**src/hw/rtl/ftcpu_pkg.sv**
```systemverilog
// Package for the four-register toy CPU execute block.
// Holds the operation codes and the field widths; depends on nothing else.
package ftcpu_pkg;

  localparam int unsigned DataW             = 32;
  localparam int unsigned PcW               = 8;
  localparam int unsigned TgtW              = 7;
  localparam int unsigned LenW              = 8;
  localparam int unsigned NumRegs           = 4;
  localparam int unsigned RegIdxW           = 2;
  localparam int unsigned ProgramDepthDef   = 128;

  // Pre-decoded operation codes; the one code left over behaves as nop.
  typedef enum logic [3:0] {
    CMD_NOP   = 4'd0,
    CMD_READ  = 4'd1,
    CMD_PRINT = 4'd2,
    CMD_MOV   = 4'd3,
    CMD_ADD   = 4'd4,
    CMD_SUB   = 4'd5,
    CMD_MUL   = 4'd6,
    CMD_DIV   = 4'd7,
    CMD_JMP   = 4'd8,
    CMD_JE    = 4'd9,
    CMD_JNE   = 4'd10,
    CMD_JG    = 4'd11,
    CMD_JGE   = 4'd12,
    CMD_JL    = 4'd13,
    CMD_JLE   = 4'd14
  } cmd_e;

  typedef logic signed [DataW-1:0] word_t;

endpackage

```
**src/hw/rtl/four_register_toy_cpu_execute_top.sv**
```systemverilog
// Execute stage of a four-register toy CPU: register file, program counter and
// a shared iterative multiply/divide unit. Depends on ftcpu_pkg.
// A word is captured in the idle state and executed in the exec state; mul and div
// then run the 32 steps of the shared shift-add / restoring-divide unit. Every result
// waits for a free result register, and no new word is taken before it is loaded.
// Reset (asynchronous, active low) clears the registers, the pc and program_length.
module four_register_toy_cpu_execute_top #(
  parameter int unsigned PROGRAM_DEPTH = ftcpu_pkg::ProgramDepthDef
) (
  input  logic                               clk_i,
  input  logic                               rst_ni,
  // Configuration
  input  logic                               cfg_we_i,
  input  logic [ftcpu_pkg::LenW-1:0]         cfg_wdata_i,
  // Instruction input
  input  logic                               in_valid_i,
  output logic                               in_ready_o,
  input  logic [3:0]                         cmd_i,
  input  logic                               src_is_imm_i,
  input  logic [ftcpu_pkg::RegIdxW-1:0]      src_reg_i,
  input  logic signed [ftcpu_pkg::DataW-1:0] src_imm_i,
  input  logic                               dst_is_imm_i,
  input  logic [ftcpu_pkg::RegIdxW-1:0]      dst_reg_i,
  input  logic signed [ftcpu_pkg::DataW-1:0] dst_imm_i,
  input  logic [ftcpu_pkg::TgtW-1:0]         branch_target_i,
  input  logic signed [ftcpu_pkg::DataW-1:0] read_value_i,
  // Result output
  output logic                               out_valid_o,
  input  logic                               out_ready_i,
  output logic [ftcpu_pkg::PcW-1:0]          next_pc_o,
  output logic                               halted_o,
  output logic                               print_valid_o,
  output logic signed [ftcpu_pkg::DataW-1:0] print_value_o,
  output logic                               divide_error_o
);
  import ftcpu_pkg::*;

  localparam logic [PcW:0] DepthLim = (PcW+1)'(PROGRAM_DEPTH);
  localparam int unsigned  CntW     = $clog2(DataW);

  typedef enum logic [1:0] {
    ST_IDLE,
    ST_EXEC,
    ST_ITER,
    ST_FIN
  } state_e;

  state_e               state_q;
  logic [LenW-1:0]      plen_q;
  logic [PcW-1:0]       pc_q;
  word_t                gp_q [NumRegs];
  word_t                xr_q, yr_q;

  // Captured instruction word
  logic [3:0]           cmd_q;
  logic                 src_is_imm_q, dst_is_imm_q;
  logic [RegIdxW-1:0]   src_reg_q, dst_reg_q;
  word_t                src_imm_q, dst_imm_q, rdval_q;
  logic [TgtW-1:0]      tgt_q;

  // Iterative unit state
  logic [DataW-1:0]     acc_q, opa_q, opb_q;
  logic [CntW-1:0]      cnt_q;
  logic                 div_q, neg_q;

  logic                 out_valid_q, halted_q, pvalid_q, derr_q;
  logic [PcW-1:0]       npc_out_q;
  word_t                pval_q;

  logic                 out_free;
  logic                 res_load;
  logic [PcW:0]         len_lim;
  word_t                x, y;
  logic                 halt_now;
  logic                 take;
  logic [PcW-1:0]       npc;
  logic                 ex_wr;
  logic [RegIdxW-1:0]   ex_wr_idx;
  word_t                ex_wr_data;
  logic                 ex_pvalid, ex_derr, ex_start;
  logic [DataW-1:0]     x_mag, y_mag;
  logic [DataW:0]       add_a, add_b;
  logic [DataW+1:0]     add_s;
  word_t                fin_res;
  logic [PcW-1:0]       pc_inc;

  assign out_free   = !out_valid_q || out_ready_i;
  assign in_ready_o = (state_q == ST_IDLE) && out_free;

  // A result is loaded this cycle from execution or from the iterative unit.
  assign res_load = out_free && (((state_q == ST_EXEC) && !(!halt_now && ex_start)) ||
                                 (state_q == ST_FIN));

  // Effective program length, limited by the program store depth.
  always_comb begin
    len_lim = ({1'b0, plen_q} < DepthLim) ? {1'b0, plen_q} : DepthLim;
  end

  // Operand selection and the combinational part of execution.
  always_comb begin
    x          = src_is_imm_q ? src_imm_q : xr_q;
    y          = dst_is_imm_q ? dst_imm_q : yr_q;
    halt_now   = ({1'b0, pc_q} >= len_lim);
    pc_inc     = pc_q + PcW'(1);
    take       = 1'b0;
    ex_wr      = 1'b0;
    ex_wr_idx  = dst_reg_q;
    ex_wr_data = x;
    ex_pvalid  = 1'b0;
    ex_derr    = 1'b0;
    ex_start   = 1'b0;
    unique case (cmd_e'(cmd_q))
      CMD_READ: begin
        ex_wr      = !src_is_imm_q;
        ex_wr_idx  = src_reg_q;
        ex_wr_data = rdval_q;
      end
      CMD_PRINT: ex_pvalid = 1'b1;
      CMD_MOV: begin
        ex_wr      = !dst_is_imm_q;
        ex_wr_data = x;
      end
      CMD_ADD: begin
        ex_wr      = !dst_is_imm_q;
        ex_wr_data = y + x;
      end
      CMD_SUB: begin
        ex_wr      = !dst_is_imm_q;
        ex_wr_data = y - x;
      end
      CMD_MUL: ex_start = !dst_is_imm_q;
      CMD_DIV: begin
        ex_derr  = !dst_is_imm_q && (y == '0);
        ex_start = !dst_is_imm_q && (y != '0);
      end
      CMD_JMP: take = 1'b1;
      CMD_JE:  take = (x == y);
      CMD_JNE: take = (x != y);
      CMD_JG:  take = (y < x);
      CMD_JGE: take = !(x < y);
      CMD_JL:  take = (x < y);
      CMD_JLE: take = !(y < x);
      default: ;
    endcase
    npc   = take ? {1'b0, tgt_q} : pc_inc;
    x_mag = x[DataW-1] ? (DataW)'(-x) : (DataW)'(x);
    y_mag = y[DataW-1] ? (DataW)'(-y) : (DataW)'(y);
  end

  // Shared adder: accumulate for multiply, trial subtract for divide.
  always_comb begin
    if (div_q) begin
      add_a = {acc_q, opb_q[DataW-1]};
      add_b = {1'b0, opa_q};
    end else begin
      add_a = {1'b0, acc_q};
      add_b = {1'b0, (opb_q[0] ? opa_q : '0)};
    end
    add_s   = {1'b0, add_a} + {1'b0, add_b ^ {(DataW+1){div_q}}} + (DataW+2)'(div_q);
    fin_res = div_q ? (neg_q ? word_t'(-opb_q) : word_t'(opb_q)) : word_t'(acc_q);
  end

  // Sequencer, register file, pc and result register.
  always_ff @(posedge clk_i or negedge rst_ni) begin
    if (!rst_ni) begin
      state_q      <= ST_IDLE;
      plen_q       <= '0;
      pc_q         <= '0;
      for (int i = 0; i < NumRegs; i++) gp_q[i] <= '0;
      xr_q         <= '0;
      yr_q         <= '0;
      cmd_q        <= '0;
      src_is_imm_q <= 1'b0;
      dst_is_imm_q <= 1'b0;
      src_reg_q    <= '0;
      dst_reg_q    <= '0;
      src_imm_q    <= '0;
      dst_imm_q    <= '0;
      rdval_q      <= '0;
      tgt_q        <= '0;
      acc_q        <= '0;
      opa_q        <= '0;
      opb_q        <= '0;
      cnt_q        <= '0;
      div_q        <= 1'b0;
      neg_q        <= 1'b0;
      out_valid_q  <= 1'b0;
      npc_out_q    <= '0;
      halted_q     <= 1'b0;
      pvalid_q     <= 1'b0;
      pval_q       <= '0;
      derr_q       <= 1'b0;
    end else begin
      if (cfg_we_i) begin
        plen_q <= cfg_wdata_i;
      end
      if (res_load) begin
        out_valid_q <= 1'b1;
      end else if (out_valid_q && out_ready_i) begin
        out_valid_q <= 1'b0;
      end
      unique case (state_q)
        ST_IDLE: begin
          // Capture the word and read both operand registers.
          if (in_valid_i && in_ready_o) begin
            cmd_q        <= cmd_i;
            src_is_imm_q <= src_is_imm_i;
            dst_is_imm_q <= dst_is_imm_i;
            src_reg_q    <= src_reg_i;
            dst_reg_q    <= dst_reg_i;
            src_imm_q    <= src_imm_i;
            dst_imm_q    <= dst_imm_i;
            rdval_q      <= read_value_i;
            tgt_q        <= branch_target_i;
            xr_q         <= gp_q[src_reg_i];
            yr_q         <= gp_q[dst_reg_i];
            state_q      <= ST_EXEC;
          end
        end
        ST_EXEC: begin
          if (!halt_now && ex_start) begin
            // Hand mul and div to the iterative unit.
            pc_q    <= npc;
            div_q   <= (cmd_e'(cmd_q) == CMD_DIV);
            neg_q   <= x[DataW-1] ^ y[DataW-1];
            acc_q   <= '0;
            cnt_q   <= CntW'(DataW - 1);
            state_q <= ST_ITER;
            if (cmd_e'(cmd_q) == CMD_DIV) begin
              opa_q <= y_mag;
              opb_q <= x_mag;
            end else begin
              opa_q <= DataW'(x);
              opb_q <= DataW'(y);
            end
          end else if (out_free) begin
            state_q     <= ST_IDLE;
            if (halt_now) begin
              npc_out_q <= pc_q;
              halted_q  <= 1'b1;
              pvalid_q  <= 1'b0;
              pval_q    <= '0;
              derr_q    <= 1'b0;
            end else begin
              pc_q      <= npc;
              npc_out_q <= npc;
              halted_q  <= ({1'b0, npc} >= len_lim);
              pvalid_q  <= ex_pvalid;
              pval_q    <= ex_pvalid ? x : '0;
              derr_q    <= ex_derr;
              if (ex_wr) begin
                gp_q[ex_wr_idx] <= ex_wr_data;
              end
            end
          end
        end
        ST_ITER: begin
          // One step of shift-add multiply or restoring divide.
          if (div_q) begin
            if (add_s[DataW+1]) begin
              acc_q <= add_s[DataW-1:0];
              opb_q <= {opb_q[DataW-2:0], 1'b1};
            end else begin
              acc_q <= add_a[DataW-1:0];
              opb_q <= {opb_q[DataW-2:0], 1'b0};
            end
          end else begin
            acc_q <= add_s[DataW-1:0];
            opa_q <= {opa_q[DataW-2:0], 1'b0};
            opb_q <= {1'b0, opb_q[DataW-1:1]};
          end
          cnt_q <= cnt_q - CntW'(1);
          if (cnt_q == '0) begin
            state_q <= ST_FIN;
          end
        end
        ST_FIN: begin
          // Write back the product or quotient once the result register is free.
          if (out_free) begin
            gp_q[dst_reg_q] <= fin_res;
            npc_out_q       <= pc_q;
            halted_q        <= ({1'b0, pc_q} >= len_lim);
            pvalid_q        <= 1'b0;
            pval_q          <= '0;
            derr_q          <= 1'b0;
            state_q         <= ST_IDLE;
          end
        end
        default: state_q <= ST_IDLE;
      endcase
    end
  end

  assign out_valid_o    = out_valid_q;
  assign next_pc_o      = npc_out_q;
  assign halted_o       = halted_q;
  assign print_valid_o  = pvalid_q;
  assign print_value_o  = pval_q;
  assign divide_error_o = derr_q;

  // An accepted word always moves on to execution in the next cycle.
  a_accept_exec: assert property (@(posedge clk_i) disable iff (!rst_ni)
    in_valid_i && in_ready_o |=> state_q == ST_EXEC)
    else $error("accepted word did not reach execution");

  // The iterative unit hands over to write-back after its last step.
  a_iter_end: assert property (@(posedge clk_i) disable iff (!rst_ni)
    state_q == ST_ITER && cnt_q == '0 |=> state_q == ST_FIN)
    else $error("iterative unit overran its step count");

  // A print and a divide error never come from the same word.
  a_print_derr: assert property (@(posedge clk_i) disable iff (!rst_ni)
    out_valid_o && divide_error_o |-> !print_valid_o)
    else $error("divide error flagged on a print");

  // Print value is zero unless a print is reported.
  a_print_zero: assert property (@(posedge clk_i) disable iff (!rst_ni)
    out_valid_o && !print_valid_o |-> print_value_o == '0)
    else $error("print value set without print");

endmodule

```
**config.mk**
```make
export PLATFORM = sky130hd
export DESIGN_NAME = four_register_toy_cpu_execute_top
export DESIGN_NICKNAME = d
export VERILOG_FILES = /design/src/hw/rtl/ftcpu_pkg.sv /design/src/hw/rtl/four_register_toy_cpu_execute_top.sv
export SDC_FILE = /design/constraint.sdc
export NUM_CORES = 2
export LEC_CHECK = 0
export BUFFER_PORTS_ARGS = -buffer_cell sky130_fd_sc_hd__buf_2
export CAP_MARGIN = 20
export CORE_MARGIN = 2
export CORE_UTILIZATION = 60
export CTS_CLUSTER_DIAMETER = 60
export CTS_CLUSTER_SIZE = 8
export DETAILED_ROUTE_END_ITERATION = 12
export PLACE_DENSITY = 0.84
export SYNTH_ARGS = -nofsm -noshare
export SYNTH_HDL_FRONTEND = slang
export SYNTH_SLANG_ARGS = --single-unit
```
**constraint.sdc**
```tcl
create_clock -name clk_i -period 15.8 [get_ports clk_i]
set_input_delay 1.58 -clock clk_i [delete_from_list [all_inputs] [get_ports clk_i]]
set_output_delay 1.58 -clock clk_i [all_outputs]
set_load 0.01 [all_outputs]
```
## Word level (Yosys, flattened, before mapping)

Cells that the tools add are included.

- Register bits after elaboration: 470
- Input bits: 126
- Output and inout bits: 45
- Word-level logic and storage cells: 204

- Add/sub/neg operators: 9
- Magnitude comparators: 11
- Equal/unequal tests: 28
- Multiplexer cells: 84
- Bitwise operators: 6
- Reduce and logical (&&, ||, !) cells: 36

Operators with widths:

| kind | number |
|---|---|
| $mux 32 | 28 |
| $mux 128 | 5 |
| $bwmux 128 | 2 |
| $pmux 128 s2 | 1 |
| $pmux 32 s2 | 4 |
| $bmux 32 s2 | 2 |
| $demux 32 s2 | 2 |
| $neg 32->32 | 3 |
| $pmux 32 s3 | 1 |
| $lt 32x32->1 | 2 |
| $mux 8 | 7 |
| $add 33x33->34 | 1 |
| $add 34x1->34 | 1 |
| $mux 33 | 1 |
| $xor 33x33->33 | 1 |
| $add 32x32->32 | 1 |
| $eq 32x32->1 | 1 |
| $logic_not 32->1 | 1 |
| $ne 32x32->1 | 1 |
| $reduce_bool 32->1 | 1 |
| $sub 32x32->32 | 1 |
| $eq 4x4->1 const B | 7 |
| $eq 4x3->1 const B | 4 |
| $ge 8x8->1 | 2 |
| 32 further kinds | 94 |

## Longest topological paths before layout

- Depth in word-level cells: 13
- Depth in mapped cells: 35
- Mapped depth without buffers: 27

## Worst setup path after synthesis

No wires, ideal clock.

- Path kind: register -> register
- From: register dst_is_imm_q
- To: register halted_q (netlist: halted_o)
- Setup time: 119 ps
- Data arrival time: 6882 ps
- Data required time: 15681 ps
- Slack: 8799 ps
- Cell stages (with the launch flop): 34
- Buffers on the path: 10
- Clock period less this slack: 7001 ps
- Cell sequence: dfrtp_1 > buf_6 > buf_6 > buf_4 > clkbuf_1 > buf_2 > buf_1 > clkbuf_1 > mux2i_1 > inv_1 > ha_1 > clkbuf_1 > nand4_1 > nor3_1 > nand3_1 > or4b_2 > o211ai_1 > or3_1 > clkbuf_1 > clkbuf_1 > nor2_1 > nor2_1 > ha_1 > nand2b_1 > a21o_1 > a21o_1 > a21o_1 > a21oi_1 > nor2b_1 > o21ai_0 > nand2b_1 > a21oi_1 > o211ai_1 > o21a_1

- Longest elaborated chain between the ends: 10
- Elaborated cells between the ends (all ways): 21
- Classes of those cells: order compare: 3; eq/ne: 3; mux: 8; reduce/logical: 7

RTL lines:

| item | RTL line | text |
|---|---|---|
| from (decl) | four_register_toy_cpu_execute_top.sv:56 | `logic src_is_imm_q, dst_is_imm_q;` |
| from (signal assigned) | four_register_toy_cpu_execute_top.sv:208 | `dst_is_imm_q <= dst_is_imm_i;` |
| $mux 32 | four_register_toy_cpu_execute_top.sv:102 | `y = dst_is_imm_q ? dst_imm_q : yr_q;` |
| $lt 32x32->1 (on tied branches) | n/a |  |
| $logic_not 1->1 (on tied branches) | four_register_toy_cpu_execute_top.sv:142, four_register_toy_cpu_execute_top.sv:140 |  |
| $pmux 1 s7 | four_register_toy_cpu_execute_top.sv:112 | `unique case (cmd_e'(cmd_q))` |
| $mux 8 | four_register_toy_cpu_execute_top.sv:145 | `npc = take ? {1'b0, tgt_q} : pc_inc;` |
| $ge 8x8->1 | four_register_toy_cpu_execute_top.sv:247 | `halted_q <= ({1'b0, npc} >= len_lim);` |
| $mux 1 | four_register_toy_cpu_execute_top.sv:238 | `if (halt_now) begin` |
| $mux 1 | four_register_toy_cpu_execute_top.sv:236 | `end else if (out_free) begin` |
| $mux 1 | four_register_toy_cpu_execute_top.sv:221 | `if (!halt_now && ex_start) begin` |
| $pmux 1 s2 | four_register_toy_cpu_execute_top.sv:202 | `unique case (state_q)` |
| to (signal assigned) | four_register_toy_cpu_execute_top.sv:247 |  |
| to (signal assigned) | four_register_toy_cpu_execute_top.sv:282 | `halted_q <= ({1'b0, pc_q} >= len_lim);` |
| to (decl) | four_register_toy_cpu_execute_top.sv:66 | `logic out_valid_q, halted_q, pvalid_q, derr_q;` |

Parallel ways exist; a longest one is shown, timed or not. The select of a mux whose other input is x is not followed.
A chain may end at the register's enable or synchronous reset.

## Worst setup path in the final report

Ends and elaborated chain as after synthesis.

==> impl_metrics.ini <==
[min_path]
worstHoldStart = print_value_o[7]
hold_class = register to register

[clock_tree]
clkLatencyLatePin_ns = 0.64
cts_buffers = 71
cts_tree = built
clk_path_buf_depth = 3
cts_hold_buf = 0
cts_root_buffer = clkbuf_16
cts_sinks = 470
cts_max_level = 3
cts_resized = 0
clkTransAtPathRegs_ns = 0.05
postCtsSetupRepairBufs = 0

[critical_path]
cp-start-kind = register
r2r_start = dst_is_imm_q
end_kind = register
arrival_ns = 7.57
crit_required_ns = 16.31
cp-startpoint = dst_is_imm_q
crit_type = register to register
critical_path.max_fanout = 44

[timing]
setup_tns_ns = 0
fin_crit_sh = 0.447
slew_viol_final = 0
setup_violations = 0
grt_setup_unrepaired = no
period_needed_ns = 7.06
fmax_ghz = 0.142
worst_pin_slew_ns = 1.39
skew_ns = 0.0435
hold_viol = 0
max-slew-margin-rel = 0.0720

[layout]
seqCellArea_mm2 = 0.0118
final_cell_area_mm2 = 0.0353
syn2layout_area_growth_pct = 10.4
layout-drive-gt1-share = 0.210
nFillCells = 4041
multi_input_area_mm2 = 0.0189
nets = 3731

[grt]
gr-total-overflow = 0
grt_max_degree = 144
grt_pass1_wl_um = 176000
grt_antenna_before_repair = 4
grtUsageTotal = 0.420
grt_pass1_vias = 27700

[logic_synthesis]
synth_area_mm2 = 0.0320
synth_nets = 3667
syn_area_per_cell_um2 = 9.35
synth_top_area_frac = 0.368
synth_cell_type_count = 82
synth_ff_type = dfrtp_1
syn-instance-count = 3418
netlist_top_cells_count = dfrtp_1 (470), nand2_1 (358), o21ai_0 (299)
synth_warnings = 0
ys_seq_area_frac = 0.368
yosys.area.top_type = dfrtp_1
synth_area_leaders = dfrtp_1 (37%), mux2_2 (9.2%), ha_1 (4.7%), o21ai_0 (4.7%), mux4_2 (4.5%)
async_flop_share = 1.00
synth_edf_count = 0
synth_most_common_cell = dfrtp_1
ys_ff_latch = 470

[route]
first_iter_violations = 4823
vias_per_cell = 7.01
drt-pass1-iter-count = 6
routed_wirelength_um = 118000
wire_per_inst_um = 28.2
num_vias = 29300
drc_errors = 0
drtAntennaViolNets = 0

[run]
max-cap-violations = 0

[floorplan]
core_mm2 = 0.0527
ioPinCount = 171
initial_core_util = 0.607
rows = 84
die_y_um = 235
dieArea_mm2 = 0.0551
die_w_um = 235

[place]
routabilityCongestion = 1.04
dpl.hpwl_um = 84800
port_buffers = 170
place_area_mm2 = 0.0333

[status]
status = finished, final reports clean
## metal layers
layer	global-route usage	part of all wire
met2	0.595	0.42
met3	0.151	0.14
met5	0	0.00037
met4	0.250	0.073
met1	0.553	0.37
## worst max-delay path, stage by stage (launching register included)
cell	delay (ns)
dfrtp_2	0.77
buf_4	0.59
mux2i_1	0.96
inv_1	0.15
ha_1	0.48
nand4_1	0.20
nor4_1	0.21
nand3_1	0.23
or4b_2	0.70
o211ai_1	0.09
or3_1	0.13
buf_4	0.28
mux2i_1	0.35
inv_1	0.08
ha_1	0.29
a21o_1	0.15
a21o_1	0.17
a21o_1	0.18
a21oi_1	0.15
nor2b_1	0.06
o21ai_0	0.17
nand2b_1	0.08
a21oi_1	0.15
o211ai_1	0.09
o21a_1	0.15
## layout make-up
cell class,count,area share
Antenna cell,1,0.0000709
Clock buffer,76,0.0512
Clock inverter,12,0.00496
Inverter,111,0.0118
Multi-Input combinational cell,2597,0.536
Sequential cell,470,0.334
Tap cell,688,0.0244
Timing Repair Buffer,231,0.0381
## logic make-up after synthesis
family / after synthesis / share of synthesized area
and+or+nand+nor: 872 / 0.124
xor gates and xnor gates: 145 / 0.0397
buffers and inverters: 351 / 0.0430
adders and majority gates: 123 / 0.0489
DFF: 470 / 0.368
AOI/OAI and AO/OA: 1035 / 0.209
muxes: 422 / 0.168
## final timing paths
kind,endpoint,slack [ns],cells after the start
worst min-delay path,print_value_o[7],0.48,2
max in group asynchronous,gp_q[38],12.53,3
min in group asynchronous,plen_q[7],0.98,1
worst max-delay path,halted_o,8.74,24
worst max register to register,halted_o,8.74,24
worst min register to register,print_value_o[7],0.48,2
## flip-flops by register name (all words and copies together) (netlist names), 4 cells and up
signal,flops
xr_q,32
pc_q,8
opa_q,32
plen_q,8
next_pc_o,8
cmd_q,4
cnt_q,5
opb_q,32
yr_q,32
acc_q,32
tgt_q,7
src_imm_q,32
rdval_q,32
print_value_o,32
gp_q,128
dst_imm_q,32
## cells in the final DEF, fill, tap and decap left out, drive strengths merged, types with 114 or more instances in the layout
master / netlist / final
dfrtp: 470 / 470
nor2: 232 / 232
nand2: 358 / 358
o21ai: 338 / 338
buf: 47 / 229
mux2: 263 / 263
ha: 120 / 120
a21oi: 239 / 239
inv: 110 / 114
## through the flow
step                cells  hold slack, ns  setup slack [ns]   util
floorplan            3418           0.458              8.80      -
global placement     4094           0.464              9.17  0.632
detailed placement   4094           0.468              8.99  0.632
CTS                  4182           0.471              8.95  0.669
global route         4185           0.488              8.31  0.670
finish               4186           0.475              8.74  0.670
Power is left out: the tool's default activity adds up to more than one toggle a clock period on the data nets, which glitch-free logic cannot reach.
